### config.mk
export PLATFORM = sky130hd
export DESIGN_NAME = ir_code_pair_decompressor_flat
export DESIGN_NICKNAME = d
export VERILOG_FILES = /design/src/hdl/icpd_pkg.sv /design/src/hdl/icpd_if.sv /design/src/hdl/ir_code_pair_decompressor.sv /design/src/hdl/icpd_ram.sv /design/src/hdl/icpd_ctrl.sv /design/src/hdl/icpd_datapath.sv /design/src/flat_wrapper.sv
export VERILOG_INCLUDE_DIRS = /design/src /design/src/hdl
export SDC_FILE = /design/constraint.sdc
export NUM_CORES = 1
export LEC_CHECK = 0
export BUFFER_PORTS_ARGS = -buffer_cell sky130_fd_sc_hd__buf_4
export CORE_ASPECT_RATIO = 0.9
export CORE_MARGIN = 2
export CORE_UTILIZATION = 55
export CTS_CLUSTER_SIZE = 28
export DETAILED_ROUTE_END_ITERATION = 12
export PLACE_DENSITY = 0.86
export SYNTH_ARGS = -nofsm -noshare
export SYNTH_HDL_FRONTEND = slang
export SYNTH_SLANG_ARGS = --single-unit
### constraint.sdc
create_clock -name clk -period 3.6 [get_ports clk]
set_input_delay 0.54 -clock clk [delete_from_list [all_inputs] [get_ports clk]]
set_output_delay 0.54 -clock clk [all_outputs]
set_load 0.01 [all_outputs]
### src/hdl/ir_code_pair_decompressor_defines.svh
// assertion macros shared by the decompressor modules
`ifndef IR_CODE_PAIR_DECOMPRESSOR_DEFINES_SVH
`define IR_CODE_PAIR_DECOMPRESSOR_DEFINES_SVH

// plain property checked on every clock, quiet during reset
`define ICPD_ASSERT(lbl, prop, msg) \
	lbl: assert property (@(posedge clk) disable iff (!arst_n) (prop)) else $error(msg);

// same-cycle implication
`define ICPD_ASSERT_IMPL(lbl, ante, cons, msg) \
	`ICPD_ASSERT(lbl, (ante) |-> (cons), msg)

// next-cycle implication
`define ICPD_ASSERT_NEXT(lbl, ante, cons, msg) \
	`ICPD_ASSERT(lbl, (ante) |=> (cons), msg)

`endif

### src/hdl/icpd_pkg.sv
// shared constants, types and helpers of the pair decompressor
package icpd_pkg;

	localparam int TABLE_DEPTH = 16;
	localparam int ADDR_W      = (TABLE_DEPTH > 1) ? $clog2(TABLE_DEPTH) : 1;
	localparam int INDEX_W     = 4;
	localparam int IDX_EXT_W   = (ADDR_W > INDEX_W) ? ADDR_W : INDEX_W;
	localparam int TIME_W      = 15;
	localparam int ENTRY_W     = 2 * TIME_W;
	localparam int BYTE_BITS   = 8;
	localparam int COUNT_W     = 4;
	localparam int PBITS_W     = 3;
	localparam int PAIRS_W     = 8;
	localparam int MAX_WIDTH   = 4;
	localparam int CFG_INDEX_W = 2;
	localparam int CFG_DATA_W  = 8;

	localparam logic [CFG_INDEX_W-1:0] CFG_CARRIER_PERIOD = 2'd0;
	localparam logic [CFG_INDEX_W-1:0] CFG_PAIR_COUNT     = 2'd1;
	localparam logic [CFG_INDEX_W-1:0] CFG_INDEX_WIDTH    = 2'd2;

	localparam logic OP_CODE_BYTE = 1'b0;
	localparam logic OP_LOAD      = 1'b1;

	localparam logic [2:0] INDEX_WIDTH_RESET = 3'd2;

	typedef enum logic [1:0] {
		ST_IDLE,
		ST_SHIFT,
		ST_FETCH,
		ST_FLUSH
	} icpd_state_t;

	// controller to datapath
	typedef struct packed {
		logic in_ready;
		logic write_entry;
		logic load_byte;
		logic shift_bit;
		logic hold_load;
		logic flush;
	} icpd_cmd_t;

	// datapath to controller
	typedef struct packed {
		logic in_valid;
		logic in_load;
		logic pair_count_zero;
		logic index_complete;
		logic last_bit;
		logic bits_done;
		logic out_free;
		logic hold_valid;
	} icpd_status_t;

	// width 0 acts as 1, above the maximum acts as the maximum
	function automatic logic [2:0] eff_width(input logic [2:0] w);
		logic [2:0] r;
		if (w == 3'd0)
			r = 3'd1;
		else if (w > 3'(MAX_WIDTH))
			r = 3'(MAX_WIDTH);
		else
			r = w;
		return r;
	endfunction

	function automatic logic [INDEX_W-1:0] index_mask(input logic [2:0] w);
		logic [INDEX_W-1:0] m;
		unique case (w)
			3'd1:    m = 4'b0001;
			3'd2:    m = 4'b0011;
			3'd3:    m = 4'b0111;
			default: m = 4'b1111;
		endcase
		return m;
	endfunction

endpackage

### src/hdl/icpd_if.sv
// valid/ready channel interfaces for code words and pair words
interface icpd_in_if;
	import icpd_pkg::*;

	logic                 valid;
	logic                 ready;
	logic                 operation;
	logic [7:0]           code_byte;
	logic [INDEX_W-1:0]   entry_index;
	logic [TIME_W-1:0]    entry_on_time;
	logic [TIME_W-1:0]    entry_off_time;

	modport source (output valid, operation, code_byte, entry_index, entry_on_time,
		entry_off_time, input ready);
	modport sink (input valid, operation, code_byte, entry_index, entry_on_time,
		entry_off_time, output ready);
endinterface

interface icpd_out_if;
	import icpd_pkg::*;

	logic              valid;
	logic              ready;
	logic [TIME_W-1:0] on_time;
	logic [TIME_W-1:0] off_time;
	logic              carrier_on;
	logic              code_done;
	logic              last;

	modport source (output valid, on_time, off_time, carrier_on, code_done, last,
		input ready);
	modport sink (input valid, on_time, off_time, carrier_on, code_done, last,
		output ready);
endinterface

### src/hdl/ir_code_pair_decompressor.sv
// top level of the infrared code pair decompressor
// usage
//   code_in carries one word per item: operation selects a table load
//   (entry_index, entry_on_time, entry_off_time) or a compressed code byte.
//   pair_out carries one on/off pair per complete table index, with
//   carrier_on, code_done on the final pair of a code and last on the final
//   pair caused by a code byte. the user must write carrier_period, pair_count
//   and index_width (cfg_we/cfg_index/cfg_data) only while idle; not enforced.
// timing
//   a load word is written to the table as it is accepted. a code byte is
//   accepted, then unpacked one bit per cycle in shift, pausing in fetch for
//   each complete index: its registered read from the single table read port,
//   held while hold and output are full. flush releases the final pair; a code
//   ending mid byte skips the rest. a pair waits in the hold register until
//   the next pair of its byte is fetched or the byte ends, so last is known.
// reset
//   arst_n clears the config registers to their defaults and empties the
//   unpacker and the output; the time table holds garbage until loaded.
// stalls
//   a pair waits in the output register while pair_out.ready is low; the
//   unpacker keeps one further pair in a hold register and pauses after it.
module ir_code_pair_decompressor
	import icpd_pkg::*;
(
	input  logic                   clk,
	input  logic                   arst_n,
	icpd_in_if.sink                code_in,
	icpd_out_if.source             pair_out,
	input  logic                   cfg_we,
	input  logic [CFG_INDEX_W-1:0] cfg_index,
	input  logic [CFG_DATA_W-1:0]  cfg_data
);

	// command and status between the controller and the datapath
	icpd_cmd_t    cmd;
	icpd_status_t status;

	// state machine: idle, shift one bit, fetch a table entry, release the last word
	icpd_ctrl u_ctrl (
		.clk    (clk),
		.arst_n (arst_n),
		.status (status),
		.cmd    (cmd)
	);

	// config registers, bit unpacker, time table and output staging
	icpd_datapath u_datapath (
		.clk       (clk),
		.arst_n    (arst_n),
		.cfg_we    (cfg_we),
		.cfg_index (cfg_index),
		.cfg_data  (cfg_data),
		.code_in   (code_in),
		.pair_out  (pair_out),
		.cmd       (cmd),
		.status    (status)
	);

endmodule

### src/hdl/icpd_ram.sv
// generic single-write, single-read ram with registered read data
module icpd_ram #(
	parameter int WIDTH = 8,
	parameter int DEPTH = 16
) (
	input  logic                                      clk,
	input  logic                                      we,
	input  logic [((DEPTH > 1) ? $clog2(DEPTH) : 1)-1:0] waddr,
	input  logic [WIDTH-1:0]                          wdata,
	input  logic                                      re,
	input  logic [((DEPTH > 1) ? $clog2(DEPTH) : 1)-1:0] raddr,
	output logic [WIDTH-1:0]                          rdata
);

	logic [WIDTH-1:0] mem_q [DEPTH];

	always_ff @(posedge clk) begin
		if (we)
			mem_q[waddr] <= wdata;
		if (re)
			rdata <= mem_q[raddr];
	end

endmodule

### src/hdl/icpd_ctrl.sv
// controller state machine of the pair decompressor
`include "ir_code_pair_decompressor_defines.svh"

module icpd_ctrl
	import icpd_pkg::*;
(
	input  logic         clk,
	input  logic         arst_n,
	input  icpd_status_t status,
	output icpd_cmd_t    cmd
);

	icpd_state_t state_q;
	icpd_state_t state_d;

	always_ff @(posedge clk or negedge arst_n) begin
		if (!arst_n)
			state_q <= ST_IDLE;
		else
			state_q <= state_d;
	end

	always_comb begin
		state_d = state_q;
		unique case (state_q)
			ST_IDLE: begin
				if (status.in_valid && !status.in_load && !status.pair_count_zero)
					state_d = ST_SHIFT;
			end
			ST_SHIFT: begin
				if (status.index_complete)
					state_d = ST_FETCH;
				else if (status.last_bit)
					state_d = status.hold_valid ? ST_FLUSH : ST_IDLE;
			end
			ST_FETCH: begin
				if (!status.hold_valid || status.out_free)
					state_d = status.bits_done ? ST_FLUSH : ST_SHIFT;
			end
			ST_FLUSH: begin
				if (status.out_free)
					state_d = ST_IDLE;
			end
			default: state_d = ST_IDLE;
		endcase
	end

	always_comb begin
		cmd = '0;
		unique case (state_q)
			ST_IDLE: begin
				cmd.in_ready    = 1'b1;
				cmd.write_entry = status.in_valid && status.in_load;
				cmd.load_byte   = status.in_valid && !status.in_load &&
					!status.pair_count_zero;
			end
			ST_SHIFT: begin
				cmd.shift_bit = 1'b1;
			end
			ST_FETCH: begin
				cmd.hold_load = !status.hold_valid || status.out_free;
			end
			ST_FLUSH: begin
				cmd.flush = status.out_free;
			end
			default: cmd = '0;
		endcase
	end

	`ICPD_ASSERT_IMPL(a_fetch_after_shift, state_q == ST_FETCH, $past(state_q) == ST_SHIFT || $past(state_q) == ST_FETCH, "fetch entered without a completed index")
	`ICPD_ASSERT_IMPL(a_flush_has_word, state_q == ST_FLUSH, status.hold_valid, "flush with no held word")
	`ICPD_ASSERT_IMPL(a_idle_hold_empty, state_q == ST_IDLE, !status.hold_valid, "held word left over after a byte")

endmodule

### src/hdl/icpd_datapath.sv
// datapath: config registers, bit unpacker, time table, hold and output registers
`include "ir_code_pair_decompressor_defines.svh"

module icpd_datapath
	import icpd_pkg::*;
(
	input  logic          clk,
	input  logic          arst_n,
	input  logic          cfg_we,
	input  logic [CFG_INDEX_W-1:0] cfg_index,
	input  logic [CFG_DATA_W-1:0]  cfg_data,
	icpd_in_if.sink       code_in,
	icpd_out_if.source    pair_out,
	input  icpd_cmd_t     cmd,
	output icpd_status_t  status
);

	// configuration
	logic [7:0] carrier_period_q;
	logic [7:0] pair_count_q;
	logic [2:0] index_width_q;

	// unpacker state
	logic [BYTE_BITS-1:0] shift_q;
	logic [COUNT_W-1:0]   bits_left_q;
	logic [INDEX_W-1:0]   partial_index_q;
	logic [PBITS_W-1:0]   partial_bits_q;
	logic [PAIRS_W-1:0]   pairs_q;

	// read side metadata, registered alongside the table read data
	logic beyond_s1;
	logic done_s1;

	// held word waiting to learn whether it is the last of its byte
	logic              hold_valid_q;
	logic [TIME_W-1:0] hold_on_q;
	logic [TIME_W-1:0] hold_off_q;
	logic              hold_carrier_q;
	logic              hold_done_q;

	// output register
	logic              out_valid_q;
	logic [TIME_W-1:0] out_on_q;
	logic [TIME_W-1:0] out_off_q;
	logic              out_carrier_q;
	logic              out_done_q;
	logic              out_last_q;

	logic [2:0]           width;
	logic [INDEX_W-1:0]   partial_next;
	logic [PBITS_W-1:0]   pbits_next;
	logic                 index_complete;
	logic [INDEX_W-1:0]   index_val;
	logic [IDX_EXT_W-1:0] rd_ext;
	logic [IDX_EXT_W-1:0] wr_ext;
	logic                 rd_beyond;
	logic                 wr_inside;
	logic [PAIRS_W-1:0]   pairs_next;
	logic                 done_now;
	logic                 read_en;
	logic                 write_en;
	logic [ENTRY_W-1:0]   rd_data;
	logic                 out_free;
	logic                 out_push;

	assign width          = eff_width(index_width_q);
	assign partial_next   = {partial_index_q[INDEX_W-2:0], shift_q[BYTE_BITS-1]};
	assign pbits_next     = partial_bits_q + 3'd1;
	assign index_complete = pbits_next >= width;
	assign index_val      = partial_next & index_mask(width);
	assign rd_ext         = IDX_EXT_W'(index_val);
	assign wr_ext         = IDX_EXT_W'(code_in.entry_index);
	assign rd_beyond      = int'(rd_ext) >= TABLE_DEPTH;
	assign wr_inside      = int'(wr_ext) < TABLE_DEPTH;
	assign pairs_next     = pairs_q + 8'd1;
	assign done_now       = (pairs_next >= pair_count_q) || (pairs_next == 8'd0);
	assign read_en        = cmd.shift_bit && index_complete;
	assign write_en       = cmd.write_entry && wr_inside;
	assign out_free       = !out_valid_q || pair_out.ready;
	assign out_push       = (cmd.hold_load && hold_valid_q) || cmd.flush;

	icpd_ram #(
		.WIDTH (ENTRY_W),
		.DEPTH (TABLE_DEPTH)
	) u_table (
		.clk   (clk),
		.we    (write_en),
		.waddr (wr_ext[ADDR_W-1:0]),
		.wdata ({code_in.entry_on_time, code_in.entry_off_time}),
		.re    (read_en),
		.raddr (rd_ext[ADDR_W-1:0]),
		.rdata (rd_data)
	);

	always_ff @(posedge clk or negedge arst_n) begin
		if (!arst_n) begin
			carrier_period_q <= 8'd0;
			pair_count_q     <= 8'd0;
			index_width_q    <= INDEX_WIDTH_RESET;
		end else if (cfg_we) begin
			unique case (cfg_index)
				CFG_CARRIER_PERIOD: carrier_period_q <= cfg_data;
				CFG_PAIR_COUNT:     pair_count_q     <= cfg_data;
				CFG_INDEX_WIDTH:    index_width_q    <= cfg_data[2:0];
				default:            ;
			endcase
		end
	end

	always_ff @(posedge clk or negedge arst_n) begin
		if (!arst_n) begin
			shift_q         <= '0;
			bits_left_q     <= '0;
			partial_index_q <= '0;
			partial_bits_q  <= '0;
			pairs_q         <= '0;
		end else if (cmd.load_byte) begin
			shift_q     <= code_in.code_byte;
			bits_left_q <= COUNT_W'(BYTE_BITS);
		end else if (cmd.shift_bit) begin
			shift_q <= {shift_q[BYTE_BITS-2:0], 1'b0};
			if (index_complete) begin
				partial_index_q <= '0;
				partial_bits_q  <= '0;
				if (done_now) begin
					bits_left_q <= '0;
					pairs_q     <= '0;
				end else begin
					bits_left_q <= bits_left_q - 4'd1;
					pairs_q     <= pairs_next;
				end
			end else begin
				partial_index_q <= partial_next;
				partial_bits_q  <= pbits_next;
				bits_left_q     <= bits_left_q - 4'd1;
			end
		end
	end

	always_ff @(posedge clk) begin
		if (read_en) begin
			beyond_s1 <= rd_beyond;
			done_s1   <= done_now;
		end
	end

	always_ff @(posedge clk or negedge arst_n) begin
		if (!arst_n)
			hold_valid_q <= 1'b0;
		else if (cmd.hold_load)
			hold_valid_q <= 1'b1;
		else if (cmd.flush)
			hold_valid_q <= 1'b0;
	end

	always_ff @(posedge clk) begin
		if (cmd.hold_load) begin
			hold_on_q      <= beyond_s1 ? '0 : rd_data[ENTRY_W-1:TIME_W];
			hold_off_q     <= beyond_s1 ? '0 : rd_data[TIME_W-1:0];
			hold_carrier_q <= carrier_period_q != 8'd0;
			hold_done_q    <= done_s1;
		end
	end

	always_ff @(posedge clk or negedge arst_n) begin
		if (!arst_n)
			out_valid_q <= 1'b0;
		else if (out_push)
			out_valid_q <= 1'b1;
		else if (pair_out.ready)
			out_valid_q <= 1'b0;
	end

	always_ff @(posedge clk) begin
		if (out_push) begin
			out_on_q      <= hold_on_q;
			out_off_q     <= hold_off_q;
			out_carrier_q <= hold_carrier_q;
			out_done_q    <= hold_done_q;
			out_last_q    <= cmd.flush;
		end
	end

	assign code_in.ready       = cmd.in_ready;
	assign pair_out.valid      = out_valid_q;
	assign pair_out.on_time    = out_on_q;
	assign pair_out.off_time   = out_off_q;
	assign pair_out.carrier_on = out_carrier_q;
	assign pair_out.code_done  = out_done_q;
	assign pair_out.last       = out_last_q;

	assign status.in_valid        = code_in.valid;
	assign status.in_load         = code_in.operation == OP_LOAD;
	assign status.pair_count_zero = pair_count_q == 8'd0;
	assign status.index_complete  = index_complete;
	assign status.last_bit        = bits_left_q == 4'd1;
	assign status.bits_done       = bits_left_q == 4'd0;
	assign status.out_free        = out_free;
	assign status.hold_valid      = hold_valid_q;

	`ICPD_ASSERT_IMPL(a_push_needs_room, out_push, out_free, "word pushed over an untaken output word")
	`ICPD_ASSERT_NEXT(a_code_end_clears, read_en && done_now, pairs_q == 8'd0 && bits_left_q == 4'd0, "code end did not clear counters")
	`ICPD_ASSERT(a_partial_bounded, partial_bits_q < 3'(MAX_WIDTH), "partial index holds too many bits")

endmodule

### src/flat_wrapper.sv
// flat-port wrapper written by rule: the top's interface ports become plain ports
module ir_code_pair_decompressor_flat import icpd_pkg::*;
  (clk, arst_n, cfg_we, cfg_index, cfg_data, code_in_valid, code_in_operation, code_in_code_byte, code_in_entry_index, code_in_entry_on_time, code_in_entry_off_time, code_in_ready, pair_out_valid, pair_out_on_time, pair_out_off_time, pair_out_carrier_on, pair_out_code_done, pair_out_last, pair_out_ready);
  icpd_in_if code_in_i ();
  icpd_out_if pair_out_i ();
  input  logic clk;
  input  logic arst_n;
  input  logic cfg_we;
  input  logic [CFG_INDEX_W-1:0] cfg_index;
  input  logic [CFG_DATA_W-1:0] cfg_data;
  input wire logic [$bits(code_in_i.valid)-1:0] code_in_valid;
  input wire logic [$bits(code_in_i.operation)-1:0] code_in_operation;
  input wire logic [$bits(code_in_i.code_byte)-1:0] code_in_code_byte;
  input wire logic [$bits(code_in_i.entry_index)-1:0] code_in_entry_index;
  input wire logic [$bits(code_in_i.entry_on_time)-1:0] code_in_entry_on_time;
  input wire logic [$bits(code_in_i.entry_off_time)-1:0] code_in_entry_off_time;
  output wire logic [$bits(code_in_i.ready)-1:0] code_in_ready;
  output wire logic [$bits(pair_out_i.valid)-1:0] pair_out_valid;
  output wire logic [$bits(pair_out_i.on_time)-1:0] pair_out_on_time;
  output wire logic [$bits(pair_out_i.off_time)-1:0] pair_out_off_time;
  output wire logic [$bits(pair_out_i.carrier_on)-1:0] pair_out_carrier_on;
  output wire logic [$bits(pair_out_i.code_done)-1:0] pair_out_code_done;
  output wire logic [$bits(pair_out_i.last)-1:0] pair_out_last;
  input wire logic [$bits(pair_out_i.ready)-1:0] pair_out_ready;
  assign code_in_i.valid = code_in_valid;
  assign code_in_i.operation = code_in_operation;
  assign code_in_i.code_byte = code_in_code_byte;
  assign code_in_i.entry_index = code_in_entry_index;
  assign code_in_i.entry_on_time = code_in_entry_on_time;
  assign code_in_i.entry_off_time = code_in_entry_off_time;
  assign code_in_ready = code_in_i.ready;
  assign pair_out_valid = pair_out_i.valid;
  assign pair_out_on_time = pair_out_i.on_time;
  assign pair_out_off_time = pair_out_i.off_time;
  assign pair_out_carrier_on = pair_out_i.carrier_on;
  assign pair_out_code_done = pair_out_i.code_done;
  assign pair_out_last = pair_out_i.last;
  assign pair_out_i.ready = pair_out_ready;
  ir_code_pair_decompressor u_core (.clk(clk), .arst_n(arst_n), .code_in(code_in_i), .pair_out(pair_out_i), .cfg_we(cfg_we), .cfg_index(cfg_index), .cfg_data(cfg_data));
endmodule
==> results <==
- The total standard cell area after synthesis is about 0.024 mm^2.
- Power comes to about 18 mW.
- The number of different library cells used by synthesis comes to 46.
- The fraction of layout instances using a drive strength above 1 is between 20% and 30%.
- The number of design rule violations left after detail routing is 0.
- STA puts the critical path data required time at 4.11 ns.
- In this run the power density over the cells is between 600 and 700 mW/mm^2.
- The number of nets in the layout is ~1400.
- The clock period minus final worst setup slack is 3.05 ns.
- The worst hold path begins at code_in_code_byte[0].
- Synthesis produced a netlist whose cell count is 1186.
- For the pin with the worst max-slew slack, the measured transition is about 0.85 ns.
- The clock latency of the later-clocked register in the worst-skew pair is ~0.64 ns.
- Counting the fill cells in the layout gives 2741.
- The worst setup path is of the reg -> reg kind.
- The area of the core is approximately 0.043 mm^2.
- The H-tree was split into 2 levels.
- The number of slew-limit violations in the final report is 0.
- STA classifies the critical path endpoint as a flop.
- The tightest min-delay check is of the in -> reg type.
- The switching power total is slightly below 5 mW.
- The initial antenna violation count came to 4.
- The antenna violation net count after detailed routing is 0.
- The floorplan step defined a die boundary enclosing approximately 0.045 mm^2.
- The sequential cells in the finished layout cover a total of around 0.019 mm^2.
- Summed over all layers, the routed wires come to between 50000 and 60000 um.
- The tree built by TritonCTS fans out to ~630 sinks.
- The peak supply drop is about 0.45 mV.
- For hold timing, the worst endpoint is u_core.u_datapath.shift_q[0].
- The number of nets in the synthesized netlist is 1261.
- The first detailed-routing pass ran for 6 iterations.
- A synthesized cell averages about 20 um^2.
- The half-perimeter wire length after placement is about 28000 um.
- The die width is 223 um.
- In the finished design, the share of the clock period the worst path needs comes to 84.7%.
- The warning count from the yosys run is 0.
- The number of enable-type register cells in the synthesized netlist is between 500 and 600.
- The synthesized design contains around 630 register bits.
- In this run the clock root is driven by a clkbuf_16.
- No sink is reached through more buffers than the 3 on the longest clock path.
- The number of placed instances, taps included, is between 1500 and 2000.
- The initial cell density of the core is about 56%.
- For this run the aggregate overflow at the end of global routing stands at 0.
- Relative to the synthesized area, the layout overhead comes to 15.6%.
- The share of total power in combinational logic is between 15 and 20%.
- The final weighted congestion in routability-driven placement is 0.869.
- For this run, the number of standard cells in the final layout without fillers is roughly 1900.
- The ratio of routed vias to standard cells is 6.35.
- By area the synthesized netlist is led by edfxtp_1 (73%), mux4_2 (11%), dfrtp_1 (5.0%).
- For this run, the total global-route usage over all layers was measured as about a quarter.
- The number of buffers created by CTS is 57.
- The clock group share of total power is around a third.
- The type of origin of the critical path is a flop.
- Summing over every cut layer, the via total after detailed routing is around 12000.
- Clock-pin slew was measured on the worst setup and hold paths at roughly 0.060 ns.
- The violation count after the first detailed-route iteration is ~1500.
- In this run the critical register-to-register path is captured at u_core.u_datapath.bits_left_q[2].
- The highest attainable clock frequency is 0.328 GHz.
- Among all cell types in the netlist, the one instantiated most often is edfxtp_1.
- In this run the register-to-register setup slack is about 0.55 ns.
- The hold path depth is 3.
- At the placement stage, the worst setup path has a slack of between 0.6 and 0.7 ns.
- Dividing the detail-routed wire length by the instance count gives 28.1 um.
- From bottom edge to top edge, the die measures 201 um.
- The combined area of the multi-input logic cells is ~0.005 mm^2.
- The largest net degree at the start of global routing is 61.
- The run finished with clean final reports.
- The relative max-transition margin is between 40% and 50%.
- The worst path arrival time is about 3.6 ns.
- The tool flagged a number of max-cap violations equal to 0.
- The sum of negative setup slack is 0 ns.
- The dominant synthesized flop cell is edfxtp_1.
- Internal power comes to ~14 mW.
- By count the netlist is led by edfxtp_1 (576), mux4_2 (120), nand2_1 (113), dfrtp_1 (48), clkbuf_1 (35).
- In this run, post-CTS repair resized a total of 0 instances.
- The final count of hold timing violations was 0.
- The sequential share of power is between 40 and 50%.
- After synthesis, the share of flip-flops with an asynchronous set or reset is about 7.8%.
- The final clock skew is about 0.05 ns.
- TritonCTS built the clock tree.
- Sequential cells were found to cover about 78% of the synthesized design area.
- In this run the worst path has a maximum fanout of 8.
- Buffers placed on the I/O ports in this run total 92.
- Setup violations remaining at the end of the flow were counted as 0.
- The synthesized design devotes to its leading area cell type between 70 and 80% of total area.
- The worst path meets setup with around 0.55 ns of slack.
- Counting cells, the worst reg-to-reg path comes to 9.
- The number of global-route vias before repair came to about 13000.
- Setup repair after global routing left no endpoint under its margin.
- The wire length of the first global-routing pass is between 70000 and 80000 um.
- The total I/O pin count is between 90 and 100.
- The static leakage power is roughly 9.3 nW.
- In this run the critical register-to-register path is launched from u_core.u_datapath.pairs_q[0].
- Net switching is a little over a quarter of the power.
- The cell taking the most area after synthesis is edfxtp_1.
- The core occupancy in the finished layout is about 64%.
- In this run the core area contains between 70 and 80 standard-cell rows.
[power groups by stage]
stage / Clock (mW) / Combinational [mW] / Sequential [mW]
floorplan: 0 / 2.22 / 8.91
global placement: 0 / 3.08 / 9.07
detailed placement: 0 / 3.19 / 9.08
CTS: 6.26 / 3.27 / 8.94
global route: 6.52 / 3.52 / 8.99
finish: 6.19 / 3.27 / 8.94
[critical path, stage by stage (launching register included)]
cell and delay (ns):
dfrtp_1 0.49, ha_1 0.34, nand3_1 0.13, xnor2_1 0.19
ha_1 0.22, a211oi_1 0.24, o21ai_0 0.16, a221oi_1 0.58
nand2_1 0.32, a211oi_1 0.27
[state kept, by name, summed over array words and instances, names as in the netlist, 2 cells and up]
name	flops
u_core.u_ctrl.state_q	2
u_core.u_datapath.bits_left_q	4
u_core.u_datapath.carrier_period_q	8
u_core.u_datapath.hold_off_q	15
u_core.u_datapath.hold_on_q	15
u_core.u_datapath.index_width_q	3
u_core.u_datapath.pair_count_q	8
u_core.u_datapath.pair_out.off_time	15
u_core.u_datapath.pair_out.on_time	15
u_core.u_datapath.pairs_q	8
u_core.u_datapath.partial_bits_q	3
u_core.u_datapath.partial_index_q	3
u_core.u_datapath.shift_q	8
u_core.u_datapath.u_table.mem_q	480
u_core.u_datapath.u_table.rdata	30
[stage by stage]
stage          hold WS (ns)  cell area [um^2]
4_1_cts               0.133             27500
5_1_grt               0.160             27500
2_1_floorplan         0.244             23800
6_report              0.154             27500
3_3_place_gp          0.403             25600
3_5_place_dp          0.405             25600
[logic make-up after synthesis]
| family | after synthesis | synth area share (%) |
|---|---|---|
| compound gates | 117 | 3.26 |
| xor+xnor | 9 | 0.331 |
| mux | 141 | 12.3 |
| flops | 625 | 77.8 |
| simple gates | 211 | 4.09 |
| fa+ha+maj | 17 | 0.894 |
| buf+inv | 66 | 1.25 |
[repair_timing]
action                                 4_1_cts  5_1_grt
hold buffers                                 1        0
endpoints found under the hold margin       48        0
buffers inserted                             0        0
[cell usage in the layout (no fill, tap or decap), types with 7 or more instances in the layout]
| master | count |
|---|---|
| a22oi_1 | 7 |
| clkinv_2 | 18 |
| mux2_2 | 21 |
| bufinv_16 | 7 |
| clkinv_1 | 10 |
| nand2b_1 | 8 |
| a211oi_1 | 32 |
| buf_12 | 16 |
| o21ai_0 | 19 |
| nor2_1 | 13 |
| and2_1 | 28 |
| buf_4 | 113 |
| inv_1 | 13 |
| nor2_4 | 13 |
| nand2_1 | 111 |
| ha_1 | 17 |
| dfrtp_1 | 47 |
| clkbuf_16 | 58 |
| a21oi_1 | 8 |
| edfxtp_1 | 576 |
| a31oi_1 | 33 |
| mux4_2 | 120 |
[layout make-up]
cell class	instances	share of cell area, %
inverters	14	0.191
clock inverters	44	1.62
diodes	2	0.0182
repair buffers	130	4.28
multi-input cells	495	18.7
clock buffers	64	5.36
flip-flops and latches	625	67.3
well taps	555	2.52
[per-layer routing]
layer | global-route usage [%] | routed length [um] | up-vias
li1 | - | - | 5071
met1 | 32.8 | 20700 | 6292
met2 | 39.0 | 26600 | 747
met3 | 5.29 | 4910 | 137
met4 | 10.7 | 2010 | 4
met5 | 0 | 24 | -
[worst max-delay path by stage]
stage / from / to / slack, ns
finish: u_core.u_datapath.pairs_q[0] / u_core.u_datapath.bits_left_q[2] / 0.55
CTS: u_core.u_datapath.pairs_q[0] / u_core.u_datapath.bits_left_q[2] / 0.58
floorplan: u_core.u_ctrl.state_q[1] / u_core.u_datapath.u_table.mem_q[12][0] / 0.04
global route: u_core.u_datapath.pairs_q[0] / u_core.u_datapath.pairs_q[4] / 0.38
detailed placement: u_core.u_datapath.pairs_q[0] / u_core.u_datapath.bits_left_q[2] / 0.61
global placement: u_core.u_datapath.pairs_q[0] / u_core.u_datapath.bits_left_q[2] / 0.74
(Power assumes the default switching activity.)
